--- src/srec_pkg.sv ---
// Shared types, character codes and hex decode for the S-record loader.
package srec_pkg;

  localparam logic [7:0] CHAR_S    = 8'h53;
  localparam logic [7:0] CHAR_ONE  = 8'h31;
  localparam logic [7:0] CHAR_NINE = 8'h39;
  localparam logic [7:0] DIGIT_LO  = 8'h30;
  localparam logic [7:0] DIGIT_HI  = 8'h39;
  localparam logic [7:0] ALPHA_LO  = 8'h41;
  localparam logic [7:0] ALPHA_HI  = 8'h46;
  localparam logic [7:0] ALPHA_OFS = 8'h37;

  localparam logic [15:0] COUNT_MAX = 16'hFFFF;

  typedef enum logic [1:0] {
    EV_WRITE = 2'd0,
    EV_GOOD  = 2'd1,
    EV_ERROR = 2'd2,
    EV_END   = 2'd3
  } ev_kind_e;

  typedef enum logic [11:0] {
    PH_IDLE  = 12'b0000_0000_0001,
    PH_GOT_S = 12'b0000_0000_0010,
    PH_CNT_H = 12'b0000_0000_0100,
    PH_CNT_L = 12'b0000_0000_1000,
    PH_AH_H  = 12'b0000_0001_0000,
    PH_AH_L  = 12'b0000_0010_0000,
    PH_AL_H  = 12'b0000_0100_0000,
    PH_AL_L  = 12'b0000_1000_0000,
    PH_D_H   = 12'b0001_0000_0000,
    PH_D_L   = 12'b0010_0000_0000,
    PH_CK_H  = 12'b0100_0000_0000,
    PH_CK_L  = 12'b1000_0000_0000
  } phase_e;

  // Upper-case hex only; anything else reads as zero.
  function automatic logic [3:0] hex_value(input logic [7:0] c);
    logic [7:0] diff;
    diff = 8'h00;
    if (c inside {[DIGIT_LO:DIGIT_HI]}) begin
      diff = c - DIGIT_LO;
    end else if (c inside {[ALPHA_LO:ALPHA_HI]}) begin
      diff = c - ALPHA_OFS;
    end
    return diff[3:0];
  endfunction

endpackage

--- src/srec_stream_if.sv ---
// Valid/ready channels: received characters in, loader events out.
interface srec_char_if;
  logic       valid;
  logic       ready;
  logic [7:0] rx_char;

  modport source (output valid, output rx_char, input ready);
  modport sink   (input valid, input rx_char, output ready);
endinterface

interface srec_event_if;
  logic        valid;
  logic        ready;
  logic [1:0]  event_kind;
  logic [15:0] write_address;
  logic [7:0]  write_data;
  logic [15:0] record_number;

  modport source (output valid, output event_kind, output write_address,
                  output write_data, output record_number, input ready);
  modport sink   (input valid, input event_kind, input write_address,
                  input write_data, input record_number, output ready);
endinterface

--- src/srecord_s1_loader_unit.sv ---
// S1/S9 S-record parser: one character per word in, at most one event per word out.
// An event is registered: it is on the output register the cycle after its character.
// Throughput: one character per cycle when not stalled; parse state updates per character.
// Input stalls only while the output register holds an event not yet taken.
// Reset (async, active low) clears parse state, counters, stop flag and output valid.
module srecord_s1_loader_unit
  import srec_pkg::*;
(
  input  logic clk_i,
  input  logic rst_ni,
  srec_char_if.sink    rx_i,
  srec_event_if.source ev_o
);

  phase_e      phase_q, phase_d;
  logic [3:0]  hi_q, hi_d;
  logic [7:0]  left_q, left_d;
  logic [15:0] addr_q, addr_d;
  logic [7:0]  sum_q, sum_d;
  logic [15:0] good_q, good_d;
  logic        stop_q, stop_d;

  logic        out_valid_q;
  ev_kind_e    kind_q, kind_d;
  logic [15:0] waddr_q, waddr_d;
  logic [7:0]  wdata_q, wdata_d;
  logic [15:0] num_q, num_d;
  logic        emit;

  logic        accept;
  logic [3:0]  nib;
  logic [7:0]  byte_val;
  logic [7:0]  left_dec;
  logic [7:0]  sum_add;
  logic [15:0] good_inc;

  assign rx_i.ready = !out_valid_q || ev_o.ready;
  assign accept     = rx_i.valid && rx_i.ready;

  assign nib      = hex_value(rx_i.rx_char);
  assign byte_val = {hi_q, nib};
  assign left_dec = left_q - 8'd1;
  assign sum_add  = sum_q + byte_val;
  assign good_inc = (good_q != COUNT_MAX) ? good_q + 16'd1 : COUNT_MAX;

  always_comb begin
    phase_d = phase_q;
    hi_d    = hi_q;
    left_d  = left_q;
    addr_d  = addr_q;
    sum_d   = sum_q;
    good_d  = good_q;
    stop_d  = stop_q;
    emit    = 1'b0;
    kind_d  = EV_WRITE;
    waddr_d = 16'h0000;
    wdata_d = 8'h00;
    num_d   = 16'h0000;
    if (accept && !stop_q) begin
      case (phase_q)
        PH_IDLE: begin
          if (rx_i.rx_char == CHAR_S) phase_d = PH_GOT_S;
        end
        PH_GOT_S: begin
          if (rx_i.rx_char == CHAR_ONE) begin
            sum_d   = 8'h00;
            phase_d = PH_CNT_H;
          end else begin
            phase_d = PH_IDLE;
            if (rx_i.rx_char == CHAR_NINE) begin
              stop_d = 1'b1;
              emit   = 1'b1;
              kind_d = EV_END;
              num_d  = good_q;
            end
          end
        end
        PH_CNT_H: begin
          hi_d    = nib;
          phase_d = PH_CNT_L;
        end
        PH_AH_H: begin
          hi_d    = nib;
          phase_d = PH_AH_L;
        end
        PH_AL_H: begin
          hi_d    = nib;
          phase_d = PH_AL_L;
        end
        PH_D_H: begin
          hi_d    = nib;
          phase_d = PH_D_L;
        end
        PH_CK_H: begin
          hi_d    = nib;
          phase_d = PH_CK_L;
        end
        PH_CNT_L: begin
          // count covers the address and checksum bytes
          left_d  = (byte_val > 8'd3) ? byte_val - 8'd3 : 8'd0;
          sum_d   = sum_add;
          phase_d = PH_AH_H;
        end
        PH_AH_L: begin
          addr_d  = {byte_val, 8'h00};
          sum_d   = sum_add;
          phase_d = PH_AL_H;
        end
        PH_AL_L: begin
          addr_d  = {addr_q[15:8], byte_val};
          sum_d   = sum_add;
          phase_d = (left_q != 8'd0) ? PH_D_H : PH_CK_H;
        end
        PH_D_L: begin
          sum_d   = sum_add;
          addr_d  = addr_q + 16'd1;
          left_d  = left_dec;
          phase_d = (left_dec != 8'd0) ? PH_D_H : PH_CK_H;
          emit    = 1'b1;
          kind_d  = EV_WRITE;
          waddr_d = addr_q;
          wdata_d = byte_val;
        end
        PH_CK_L: begin
          phase_d = PH_IDLE;
          emit    = 1'b1;
          num_d   = good_inc;
          if (~sum_q == byte_val) begin
            good_d = good_inc;
            kind_d = EV_GOOD;
          end else begin
            stop_d = 1'b1;
            kind_d = EV_ERROR;
          end
        end
        default: begin
          phase_d = PH_IDLE;
        end
      endcase
    end
  end

  always_ff @(posedge clk_i or negedge rst_ni) begin
    if (!rst_ni) begin
      phase_q     <= PH_IDLE;
      hi_q        <= 4'h0;
      left_q      <= 8'h00;
      addr_q      <= 16'h0000;
      sum_q       <= 8'h00;
      good_q      <= 16'h0000;
      stop_q      <= 1'b0;
      out_valid_q <= 1'b0;
    end else begin
      phase_q <= phase_d;
      hi_q    <= hi_d;
      left_q  <= left_d;
      addr_q  <= addr_d;
      sum_q   <= sum_d;
      good_q  <= good_d;
      stop_q  <= stop_d;
      if (emit) begin
        out_valid_q <= 1'b1;
      end else if (ev_o.ready) begin
        out_valid_q <= 1'b0;
      end
    end
  end

  always_ff @(posedge clk_i) begin
    if (emit) begin
      kind_q  <= kind_d;
      waddr_q <= waddr_d;
      wdata_q <= wdata_d;
      num_q   <= num_d;
    end
  end

  assign ev_o.valid         = out_valid_q;
  assign ev_o.event_kind    = kind_q;
  assign ev_o.write_address = waddr_q;
  assign ev_o.write_data    = wdata_q;
  assign ev_o.record_number = num_q;

endmodule

--- src/flat_wrapper.sv ---
// flat-port wrapper written by rule: the top's interface ports become plain ports
module srecord_s1_loader_unit_flat import srec_pkg::*;
  (clk_i, rst_ni, rx_i_valid, rx_i_rx_char, rx_i_ready, ev_o_valid, ev_o_event_kind, ev_o_write_address, ev_o_write_data, ev_o_record_number, ev_o_ready);
  srec_char_if rx_i_i ();
  srec_event_if ev_o_i ();
  input  logic clk_i;
  input  logic rst_ni;
  input wire logic [$bits(rx_i_i.valid)-1:0] rx_i_valid;
  input wire logic [$bits(rx_i_i.rx_char)-1:0] rx_i_rx_char;
  output wire logic [$bits(rx_i_i.ready)-1:0] rx_i_ready;
  output wire logic [$bits(ev_o_i.valid)-1:0] ev_o_valid;
  output wire logic [$bits(ev_o_i.event_kind)-1:0] ev_o_event_kind;
  output wire logic [$bits(ev_o_i.write_address)-1:0] ev_o_write_address;
  output wire logic [$bits(ev_o_i.write_data)-1:0] ev_o_write_data;
  output wire logic [$bits(ev_o_i.record_number)-1:0] ev_o_record_number;
  input wire logic [$bits(ev_o_i.ready)-1:0] ev_o_ready;
  assign rx_i_i.valid = rx_i_valid;
  assign rx_i_i.rx_char = rx_i_rx_char;
  assign rx_i_ready = rx_i_i.ready;
  assign ev_o_valid = ev_o_i.valid;
  assign ev_o_event_kind = ev_o_i.event_kind;
  assign ev_o_write_address = ev_o_i.write_address;
  assign ev_o_write_data = ev_o_i.write_data;
  assign ev_o_record_number = ev_o_i.record_number;
  assign ev_o_i.ready = ev_o_ready;
  srecord_s1_loader_unit u_core (.clk_i(clk_i), .rst_ni(rst_ni), .rx_i(rx_i_i), .ev_o(ev_o_i));
endmodule
--- config.mk ---
export PLATFORM = sky130hd
export DESIGN_NAME = srecord_s1_loader_unit_flat
export DESIGN_NICKNAME = d
export VERILOG_FILES = /design/src/srec_pkg.sv /design/src/srec_stream_if.sv /design/src/srecord_s1_loader_unit.sv /design/src/flat_wrapper.sv
export SDC_FILE = /design/constraint.sdc
export NUM_CORES = 1
export LEC_CHECK = 0
export BUFFER_PORTS_ARGS = -buffer_cell sky130_fd_sc_hd__buf_2
export CAP_MARGIN = 30
export CORE_MARGIN = 5
export CORE_UTILIZATION = 55
export CTS_CLUSTER_DIAMETER = 30
export DETAILED_ROUTE_END_ITERATION = 10
export GPL_TIMING_DRIVEN = 0
export PLACE_DENSITY = 0.75
export SLEW_MARGIN = 30
export SYNTH_ARGS = -nofsm -noshare
export SYNTH_HDL_FRONTEND = slang
export SYNTH_SLANG_ARGS = --single-unit
export TNS_END_PERCENT = 10
--- constraint.sdc ---
create_clock -name clk_i -period 8.5 [get_ports clk_i]
set_clock_uncertainty 0.05 [all_clocks]
set_input_delay 0.85 -clock clk_i [delete_from_list [all_inputs] [get_ports clk_i]]
set_output_delay 0.85 -clock clk_i [all_outputs]
set_load 0.1 [all_outputs]
Yosys cells after proc, flatten, opt, wreduce, memory -nomap -nowiden
Cells that the tools add are included.
W data, S select, Z words.

word-level totals
  bits in latches = 0
  bits in writable memories = 0
  memory bits (read-only) = 0
  output and inout bits = 44
  word-level logic and storage cells = 106
  memories = 0
  flip-flop bits (word level) = 108

operators by class
  muxes and demuxes = 30
  divide/modulo/power cells = 0
  eq/ne operators = 22
  bitwise gates (word level) = 2
  add/subtract/negate cells = 7
  reductions and logical operators = 27
  magnitude comparators = 5
  multiply operators = 0
  shift operators = 0

operator list
  operator                 number
  $pmux W12 S11            1
  $mux W16                 3
  $pmux W16 S3             1
  $add A16 B1 Y16 const B  2
  $pmux W16 S2             1
  $pmux W8 S2              2
  $mux W11                 2
  $eq A8 B6 Y1 const B     2
  $mux W8                  2
  $ne A16 B16 Y1 const B   1
  $reduce_bool A8 Y1       2
  $eq A12 B1 Y1 const B    1
  $eq A12 B10 Y1 const B   1
  $eq A12 B11 Y1 const B   1
  $eq A12 B12 Y1 const B   1
  $eq A12 B2 Y1 const B    1
  $eq A12 B3 Y1 const B    1
  $eq A12 B4 Y1 const B    1
  $eq A12 B5 Y1 const B    1
  $eq A12 B6 Y1 const B    1
  $eq A12 B7 Y1 const B    1
  $eq A12 B8 Y1 const B    1
  $eq A12 B9 Y1 const B    1
  $mux W12                 1
  33 further kinds         61

Longest topological paths before layout
Gate-level depths: netlist of the first run.

  depth after elaboration = 7
  gate-level depth with buffers = 15
  gate-level depth less buffers = 15

Worst setup path after synthesis of the first run
Ideal clock, no wire load.

  path type = register to register
  from = register u_core.out_valid_q, in the netlist u_core.ev_o.valid
  to = register u_core.kind_q[0], in the netlist u_core.ev_o.event_kind[0] (enable)
  data arrival time = 4,042 ps
  library setup time = 441 ps
  buffers on the path = 1
  slack = 3,967 ps
  cell stages (with the launch flop) = 5
  cell sequence = dfrtp_1 nand2b_1 nand3b_1 clkbuf_1 nor2_1

between the ends
  longest elaborated chain between the ends = 5

RTL lines
  item                    line                           text
  start, declared         srecord_s1_loader_unit.sv:23   logic out_valid_q;
  start signal, assigned  srecord_s1_loader_unit.sv:152  out_valid_q <= 1'b0;
  start signal, assigned  srecord_s1_loader_unit.sv:162  out_valid_q <= 1'b1;
  start signal, assigned  srecord_s1_loader_unit.sv:164  out_valid_q <= 1'b0;
  $logic_not A1 Y1        srecord_s1_loader_unit.sv:37   assign rx_i.ready = !out_valid_q || ev_o.ready;
  $logic_or A1 B1 Y1      srecord_s1_loader_unit.sv:37
  net rx_i_ready          flat_wrapper.sv:10             output wire logic [$bits(rx_i_i.ready)-1:0] rx_i_ready;
  $logic_and A1 B1 Y1     srecord_s1_loader_unit.sv:38   assign accept = rx_i.valid && rx_i.ready;
  $logic_and A1 B1 Y1     srecord_s1_loader_unit.sv:59   if (accept && !stop_q) begin
  $mux W1                 srecord_s1_loader_unit.sv:59
  net u_core.emit         srecord_s1_loader_unit.sv:28   logic emit;
  end signal, assigned    srecord_s1_loader_unit.sv:171  kind_q <= kind_d;
  end, declared           srecord_s1_loader_unit.sv:24   ev_kind_e kind_q, kind_d;

The timed path passes the listed nets, and every way through them passes these cells.
A chain may end at the register's enable or synchronous reset.

Worst setup path after layout of the first run
  from = input port rx_i_rx_char[3]
  to = register u_core.good_q[11]

between the ends
  longest elaborated chain between the ends = 6

RTL lines
  item                                                 line                           text
  start, declared                                      flat_wrapper.sv:9              input wire logic [$bits(rx_i_i.rx_char)-1:0] rx_i_rx_char;
  $ge A8 B7 Y1 / $le A8 B7 Y1 (equally long branches)  srec_pkg.sv:43                 end else if (c inside {[ALPHA_LO:ALPHA_HI]}) begin
  $logic_and A1 B1 Y1                                  srec_pkg.sv:43
  $mux W4                                              srec_pkg.sv:43
  $mux W4 *                                            srec_pkg.sv:41                 if (c inside {[DIGIT_LO:DIGIT_HI]}) begin
  net u_core.byte_val[2]                               srecord_s1_loader_unit.sv:32   logic [7:0] byte_val;
  $eq A8 B8 Y1 *                                       srecord_s1_loader_unit.sv:128  if (~sum_q == byte_val) begin
  $reduce_and A3 Y1 (no source line) *                 --
  end signal, assigned                                 srecord_s1_loader_unit.sv:159  good_q <= good_d;
  end, declared                                        srecord_s1_loader_unit.sv:20   logic [15:0] good_q, good_d;

Mark *: on every way through the listed nets, which the timed path passes. The rest lies on a longest branch.

==> metrics.md, run 1 <==
| Metric | Value |
|---|---|
| Die height | `117 um` |
| Leakage dissipation | `2.88 nW` |
| Syn_nets | `702` |
| Final #Nets | `768` |
| Placed cells | `871` |
| CP arrival | `4720 ps` |
| Hold Crit Class | `input pin to async pin` |
| CTS root buffer | `clkbuf_16` |
| Top Ports | `56` |
| First-pass iteration count of the detailed router | `5` |
| Fmax | `220 MHz` |
| Die W | `117 um` |
| N_diodes | `0` |
| Kind of critical path | `input pin to flop` |
| Yosys warnings | `0` |
| Cts bufs inserted | `9` |
| Critical Path Source Type | `input pin` |
| Number of global-route vias before repair | `5170` |
| I/O Buffers | `53` |
| Via count | `5496` |
| Worst setup EP type | `flop` |
| Critical Path RT | `8680 ps` |
| Placed Area | `6770 um^2` |
| Synthesized area | `6270 um^2` |
| Crit path max-delay cell type | `or4b_4` |
| Vias per std cell | `6.20` |
| Slew Limit Fails | `0` |
| Clock sinks | `108` |
| Post-CTS Setup Inserts | `0` |
| Post-Synthesis Cells | `673` |
| Gr usage total | `23.5%` |
| Most common cell after layout, fill and taps aside | `dfrtp_1` |
| Row cnt | `39` |
| Synthesized flop and latch total | `108` |
| Largest net degree at the start of global routing | `39` |
| Layout cell share with drive strength beyond 1 | `14.5%` |
| Core area | `11300 um^2` |
| Clock transition at path regs | `70 ps` |
| Max IR drop VDD | `0.0925 mV` |
| Htree depth | `3` |
| Pwr per Cell Area | `157 nW/um^2` |
| Status | `completed` |
| Syn Area/Cell | `9.31 um^2` |
| Die ar. | `13600 um^2` |
| DP Wirelength | `11.3 mm` |
| Final setup TNS | `0 ps` |
| Number of synthesized flops with an enable pin | `42` |
| Crit-path cells | `buf_6, or4b_4, a2111oi_4, nor2_1, or2_1, inv_1, ha_1, nand4_1, or3_1, nor3_1, nand2_1, nor2_1, buf_2, a31oi_1` |
| Gr ovfl total | `0` |
| Non-filler cells, final | `887` |
| Setup violators final | `0` |
| CP startpoint | `rx_i_rx_char[3]` |
| Final worst path period need | `4540 ps` |
| Cell mode on critical path | `nor2_1` |
| Commonest non-fill, non-tap cells in the layout | `dfrtp_1 (65), o21ai_0 (64), nor2_1 (62), buf_2 (60), a21oi_1 (55)` |
| Synth-to-Final Area Change | `13.1%` |
| Worst skew pair latency | `360 ps` |
| Ys flop type | `dfrtp_1` |
| Post-cts resize count | `0` |
| CTS Hold Bufs | `0` |
| Initial Utilization | `55.6%` |
| Routed Antenna Nets | `0` |
| Worst Max-Slew Pin Slew | `819 ps` |
| DRC errors left | `0` |
| 1st-iter DRT viols | `514` |
| CTS tree | `yes` |
| Final design utilization | `62.9%` |
| Max Cap Viol | `0` |
| Initial antenna violation count | `0` |
| Fillers | `925` |
| Fin crit share | `53.4%` |
| Routability Congestion | `0.896` |
| Hold Violations, Final | `0` |
| WL/cell | `17.6 um` |
| Sequential element share of the synthesized area | `46.5%` |
| Max_slew headroom | `44.9%` |
| Crit Path Max Fanout | `10` |
| CP max stage delay | `550 ps` |
| First-pass GRT wire length | `25.5 mm` |
| Unique masters post-synth | `72` |
| Cell area after layout | `7090 um^2` |
| RSZ-0062 raised after global routing | `false` |
| FF-to-FF setup slack | `5170 ps` |
| WL final | `15.6 mm` |
| FF-to-FF Start | `u_core.phase_q[9]` |
| CTS max path bufs | `2` |
| Share of async-settable or async-resettable flops after synthesis | `61.1%` |
==> metal layers <==
metal	global-route usage [%]	share of wire, %	vias up
met3	4.92	9.0	27
met5	0	0	-
met4	7.87	1.8	0
met2	37.2	47	263
met1	32.5	43	2579
li1	-	-	2627
==> stage by stage <==
step	hold slack, ps	power (mW)	setup slack, ps
after detailed placement	425	0.671	3630
final	374	1.11	3960
after CTS	390	1.11	3990
after floorplan	396	0.640	3970
after global placement	425	0.666	3450
after global routing	405	1.15	3710
==> sequential cells by signal (all words and copies together) (netlist names) <==
name,count
u_core.addr_q,16
u_core.ev_o.event_kind,2
u_core.ev_o.record_number,16
u_core.ev_o.valid,1
u_core.ev_o.write_address,16
u_core.ev_o.write_data,8
u_core.good_q,16
u_core.hi_q,4
u_core.left_q,8
u_core.phase_q,12
u_core.stop_q,1
u_core.sum_q,8
==> cell families (layout without fill, tap and decap cells) <==
kind of cell             Yosys count  in the layout  synth area share, %
flip-flops                       108            108                 46.5
AO/OA/AOI/OAI                    200            200                 19.7
adder cells (fa/ha/maj)           17             17                 3.51
multiplexers                       9              9                 1.52
buffers and inverters             66            137                 4.37
AND/OR/NAND/NOR                  261            261                 22.8
XOR/XNOR                          12             12                 1.68
==> synthesized netlist by cell type, drive strengths merged (7+ instances only) <==
cell type | n | area (um^2)
xor2 | 7 | 61.3
inv | 30 | 113
o21ai | 71 | 355
dfrtp | 65 | 1630
nor2 | 63 | 236
nor3 | 23 | 125
nand3 | 23 | 128
and3 | 25 | 158
buf | 10 | 62.6
nor2b | 11 | 68.8
ha | 16 | 200
a21oi | 55 | 275
nor4 | 9 | 98.8
edfxtp | 42 | 1260
and2 | 8 | 50.1
a31oi | 15 | 93.8
nand4 | 11 | 68.8
nand2 | 53 | 199
a22oi | 10 | 75.1
clkbuf | 26 | 98.8
==> cell type report <==
cell class                 count  area [um^2]  share of cell area, %
clock buffer                   9          225                   3.18
clock inverter                 7         93.8                   1.32
timing repair buffer          55          315                   4.45
tap                          143          179                   2.52
sequential                   108         2910                   41.1
inverter                      30          113                   1.59
buffer                        36          161                   2.28
multi-input combinational    499         3090                   43.5
==> path summary, 6_finish.rpt <==
| path | end | cells after the start |
|---|---|---|
| worst max-delay path | u_core.good_q[11] | 14 |
| worst min-delay path | u_core.phase_q[6] | 1 |
| worst max register to register | u_core.ev_o.write_address[10] | 9 |
| worst min register to register | u_core.sum_q[4] | 2 |
| max in group asynchronous | u_core.phase_q[0] | 2 |
| min in group clk_i | u_core.sum_q[4] | 2 |
==> where the power goes <==
part           internal (mW)  switching (mW)  total, mW
Combinational         0.0389          0.0611      0.100
Sequential             0.549          0.0133      0.562
Clock                  0.237           0.212      0.449
==> worst max-delay path, delay by kind of cell <==
family	cells	cell delay, ps
and+or+nand+nor	8	2410
buffers and inverters	3	600
AOI/OAI and AO/OA	2	600
adders and majority gates	1	240
Power figures use the tool's default switching activity.
==> run 2: changes to the inputs <==
Settings changed: CORE_UTILIZATION 55 to 54, PLACE_DENSITY 0.75 to 0.76.
Clock period 8.5 ns to 4.14 ns, I/O delays scaled along.
==> metrics.md, run 2 (synthesized netlist as in run 1, its figures left out) <==
| Metric | Value |
|---|---|
| Status | `completed` |
| Leakage dissipation | `2.90 nW` |
| Fmax | `252 MHz` |
| Worst skew pair latency | `350 ps` |
| N_diodes | `0` |
| Switching Share | `23.7%` |
| Vias per std cell | `6.31` |
| Htree depth | `3` |
| Largest net degree at the start of global routing | `36` |
| Initial Utilization | `54.9%` |
| Most common cell after layout, fill and taps aside | `dfrtp_1` |
| Die W | `118 um` |
| RR Endpoint | `u_core.ev_o.write_data[4]` |
| Slew Limit Fails | `0` |
| Fin crit share | `95.7%` |
| Gr ovfl total | `0` |
| Hold Crit Class | `input pin to flop` |
| Routed length on met3 | `1.33 mm` |
| CTS tree | `yes` |
| Crit Path Max Fanout | `10` |
| Reg power frac | `50.6%` |
| Pwr per Cell Area | `320 nW/um^2` |
| Switching power | `0.540 mW` |
| Worst setup EP type | `flop` |
| Initial antenna violation count | `0` |
| Final #Nets | `770` |
| Cell count of the worst hold path | `3` |
| Number of global-route vias before repair | `5423` |
| Comb pwr share | `9.1%` |
| Max_slew headroom | `44.3%` |
| Routed Antenna Nets | `0` |
| Hold worst-path end | `u_core.ev_o.valid` |
| Final WS setup | `178 ps` |
| Layout cell share with drive strength beyond 1 | `14.7%` |
| CP Buf/Inv Count | `4` |
| Hold Path Origin | `ev_o_ready` |
| Non-filler cells, final | `889` |
| CTS root buffer | `clkbuf_16` |
| Routed met1 length | `6.89 mm` |
| DP Worst Slack | `-268 ps` |
| CP max stage delay | `500 ps` |
| Hold_ws | `441 ps` |
| Hold Violations, Final | `0` |
| Area of the multi-input gates | `3100 um^2` |
| Crit path max-delay cell type | `a2111oi_4` |
| Storage cell area | `2910 um^2` |
| Kind of critical path | `input pin to flop` |
| 1st-iter DRT viols | `597` |
| DP Wirelength | `11.5 mm` |
| I/O Buffers | `53` |
| Clock share of power | `40.4%` |
| DR WL met2 | `7.48 mm` |
| Synth-to-Final Area Change | `13.6%` |
| Placed cells | `871` |
| DRC errors left | `0` |
| Final design utilization | `62.3%` |
| CTS max path bufs | `2` |
| Final worst path period need | `3960 ps` |
| Max IR drop VDD | `0.185 mV` |
| Core area | `11400 um^2` |
| Clock sinks | `108` |
| Die height | `118 um` |
| Top Ports | `56` |
| DR top layer | `met4` |
| Reg2Reg Depth | `9` |
| FF-to-FF setup slack | `770 ps` |
| Critical Path RT | `4300 ps` |
| Via count | `5614` |
| Commonest non-fill, non-tap cells in the layout | `dfrtp_1 (65), o21ai_0 (64), nor2_1 (62), buf_2 (60), a21oi_1 (55)` |
| Row cnt | `39` |
| First-pass GRT wire length | `26.6 mm` |
| First-pass iteration count of the detailed router | `5` |
| Critical Path Source Type | `input pin` |
| WL final | `16.0 mm` |
| RSZ-0062 raised after global routing | `false` |
| CP arrival | `4130 ps` |
| Cell area after layout | `7120 um^2` |
| FF-to-FF Start | `u_core.phase_q[9]` |
| Fillers | `985` |
| Crit-path cells | `buf_2, inv_1, ha_1, nor3b_2, a2111oi_4, nor2_1, or2_1, inv_1, ha_1, nand4_1, or3_1, nor3_2, nand2_1, nor2_1, buf_2, a31oi_1` |
| Max Cap Viol | `0` |
| Pint | `1.74 mW` |
| Die ar. | `13900 um^2` |
| Top cell family by delay on the critical path | `simple AND/OR/NAND/NOR gates` |
| Worst Max-Slew Pin Slew | `829 ps` |
| Placed Area | `6770 um^2` |
| Gr usage total | `22.9%` |
| WL/cell | `18.0 um` |
| Setup violators final | `0` |
| Routability Congestion | `0.951` |
| Clock transition at path regs | `70 ps` |
| Cts bufs inserted | `9` |
run 2: layout make-up:
cell class | count | share of cell area, %
Multi-Input combinational cell | 499 | 43.6
Clock inverter | 6 | 1.21
Timing Repair Buffer | 57 | 4.68
Clock buffer | 10 | 3.22
Inverter | 30 | 1.58
Buffer | 36 | 2.27
Sequential cell | 108 | 40.9
Tap cell | 143 | 2.51
run 2: layer usage:
| layer | up-vias | GRT usage, % |
|---|---|---|
| met2 | 251 | 36.1 |
| li1 | 2625 | - |
| met1 | 2710 | 31.4 |
| met5 | - | 0 |
| met3 | 28 | 5.19 |
| met4 | 0 | 7.31 |
run 2: worst min-delay path, cell delays in order:
cell	delay, ps
buf_2	70
nand2b_1	180
o21ai_0	120
run 2: stage by stage:
step | power [mW] | setup TNS (ps)
floorplan | 1.31 | 0
global placement | 1.37 | -1580
detailed placement | 1.38 | -2400
CTS | 2.28 | 0
finish | 2.28 | 0
global route | 2.36 | 0
run 2: worst max-delay path by stage:
stage / startpoint / endpoint / depth (start not counted)
final: rx_i_rx_char[0] / u_core.good_q[11] / 16
after global routing: rx_i_rx_char[0] / u_core.good_q[8] / 16
after CTS: rx_i_rx_char[1] / u_core.good_q[11] / 15
after detailed placement: rx_i_rx_char[1] / u_core.good_q[11] / 15
after global placement: rx_i_rx_char[1] / u_core.good_q[3] / 15
after floorplan: u_core.ev_o.valid / u_core.ev_o.event_kind[0] / 4
run 2: timing repair:
item | 4_1_cts | 5_1_grt
setup buffers | 0 | 1
hold buffers | 1 | 0
setup endpoints to repair | 0 | 10
resized for setup | 0 | 3
endpoints found under the hold margin | 30 | 0
run 2: power by group through the flow:
stage	logic (mW)	registers, mW	clock network (mW)
2_1_floorplan	0.144	1.17	0
3_3_place_gp	0.194	1.17	0
3_5_place_dp	0.202	1.17	0
4_1_cts	0.204	1.15	0.924
5_1_grt	0.229	1.15	0.977
6_report	0.207	1.15	0.920
==> run 3: changes to the inputs <==
Settings changed: CORE_MARGIN 5 to not set.
==> metrics.md, run 3 (synthesized netlist as in run 1, its figures left out) <==
| Metric | Value |
|---|---|
| Status | `completed` |
| Design Power | `2.32 mW` |
| N_diodes | `0` |
| Critical Path RT | `4320 ps` |
| Gr ovfl total | `0` |
| Row cnt | `38` |
| Reg2Reg Depth | `9` |
| WL final | `15.5 mm` |
| Max Cap Viol | `0` |
| Hold Path Origin | `u_core.sum_q[4]` |
| Layout cell share with drive strength beyond 1 | `14.8%` |
| Gr usage total | `27.3%` |
| Storage cell area | `2910 um^2` |
| Max_slew headroom | `41.4%` |
| Final #Nets | `769` |
| Cell area after layout | `7120 um^2` |
| I/O Buffers | `53` |
| Max IR drop VDD | `0.193 mV` |
| Cell count of the worst hold path | `2` |
| Clock share of power | `41.4%` |
| Fin crit share | `94.3%` |
| Initial Utilization | `56.6%` |
| Clock transition at path regs | `70 ps` |
| DRC errors left | `0` |
| 1st-iter DRT viols | `547` |
| FF-to-FF Start | `u_core.phase_q[9]` |
| DP Wirelength | `11.0 mm` |
| CTS tree | `yes` |
| Final worst path period need | `3900 ps` |
| Kind of critical path | `input pin to flop` |
| First-pass GRT wire length | `25.1 mm` |
| Switching Share | `23.4%` |
| Setup violators final | `0` |
| CTS max path bufs | `2` |
| Synth-to-Final Area Change | `13.7%` |
| Hold worst-path end | `u_core.sum_q[4]` |
| Number of global-route vias before repair | `4984` |
| Most common cell after layout, fill and taps aside | `dfrtp_1` |
| Leakage dissipation | `2.90 nW` |
| Slew Limit Fails | `0` |
| Commonest non-fill, non-tap cells in the layout | `dfrtp_1 (65), o21ai_0 (64), nor2_1 (61), buf_2 (59), a21oi_1 (55)` |
| Critical Path Source Type | `input pin` |
| Switching power | `0.542 mW` |
| CP arrival | `4080 ps` |
| Initial antenna violation count | `0` |
| Crit Path Max Fanout | `10` |
| Cts bufs inserted | `9` |
| Top Ports | `56` |
| Reg power frac | `49.8%` |
| Htree depth | `3` |
| First-pass iteration count of the detailed router | `6` |
| FF-to-FF setup slack | `810 ps` |
| Clock sinks | `108` |
| Pint | `1.78 mW` |
| Fmax | `256 MHz` |
| Area of the multi-input gates | `3100 um^2` |
| Worst skew pair latency | `350 ps` |
| Via count | `5579` |
| CTS root buffer | `clkbuf_16` |
| Post-CTS Setup Inserts | `0` |
| Routed Antenna Nets | `0` |
| Comb pwr share | `8.9%` |
| Worst setup EP type | `flop` |
| Core area | `11100 um^2` |
| Die height | `110 um` |
| Hold Violations, Final | `0` |
| Worst Max-Slew Pin Slew | `870 ps` |
| Die W | `110 um` |
| Die ar. | `12000 um^2` |
| Fillers | `932` |
| WL/cell | `17.5 um` |
| Hold Crit Class | `flop to flop` |
| Placed Area | `6770 um^2` |
| Largest net degree at the start of global routing | `38` |
| RR Endpoint | `u_core.ev_o.write_address[15]` |
| Pwr per Cell Area | `325 nW/um^2` |
| Routability Congestion | `0.921` |
| Vias per std cell | `6.30` |
run 3: cell types whose count changed in the layout (fill, tap and decap cells not counted), sizes merged:
cell,previous run,this run
clkbuf,36,39
clkinv,3,0
inv,31,32
buf,66,64
run 3: power groups by stage:
stage          logic (mW)  registers, mW  clock network, mW
3_5_place_dp        0.201           1.17                  0
6_report            0.206           1.15              0.958
5_1_grt             0.232           1.16               1.00
2_1_floorplan       0.144           1.17                  0
4_1_cts             0.203           1.15              0.965
3_3_place_gp        0.195           1.17                  0
run 3: worst max path at each step:
stage,from,to,slack (ps)
after global placement,rx_i_rx_char[3],u_core.good_q[3],-140
after detailed placement,rx_i_rx_char[1],u_core.good_q[9],-210
after floorplan,u_core.ev_o.valid,u_core.ev_o.event_kind[0],300
after global routing,rx_i_rx_char[3],u_core.good_q[11],-20
final,rx_i_rx_char[3],u_core.good_q[10],240
after CTS,rx_i_rx_char[3],u_core.good_q[9],160
run 3: cell type report:
class	instances	area share (%)
plain buffers	36	2.30
flip-flops and latches	108	40.9
well taps	140	2.46
clock buffers	12	3.60
repair buffers	56	4.57
clock inverters	4	1.09
multi-input cells	499	43.5
inverters	30	1.58
run 3: repair_timing:
item	in CTS	in global routing
hold buffers	1	0
hold endpoints to repair	28	0
setup endpoints to repair	0	10
gates resized for setup	0	4
run 3: through the flow:
| stage | util [%] | std cells | hold slack, ps | setup slack [ps] | setup TNS, ps |
|---|---|---|---|---|---|
| 2_1_floorplan | - | 673 | 68.4 | 301 | 0 |
| 3_3_place_gp | 60.6 | 866 | 421 | -142 | -1310 |
| 3_5_place_dp | 61.1 | 868 | 331 | -215 | -1990 |
| 4_1_cts | 64.2 | 885 | 445 | 156 | 0 |
| 5_1_grt | 64.3 | 885 | 461 | -21.1 | -60.1 |
| 6_report | 64.3 | 885 | 447 | 237 | 0 |
run 3: metal layers:
| metal | vias up | GRT usage, % | wire [um] |
|---|---|---|---|
| li1 | 2610 | - | - |
| met1 | 2657 | 38.5 | 6770 |
| met4 | 0 | 11.7 | 332 |
| met5 | - | 0 | 0 |
| met2 | 278 | 41.5 | 7150 |
| met3 | 34 | 4.51 | 1270 |
run 3: worst max-delay path, stage by stage:
cell	delay (ps)
buf_6	110
or4b_4	550
a2111oi_4	530
nor2_1	60
or2_1	320
inv_1	210
ha_1	240
nand4_1	110
or3_1	500
nor3_2	240
nand2_1	190
nor2_2	240
clkbuf_4	250
a31oi_1	110
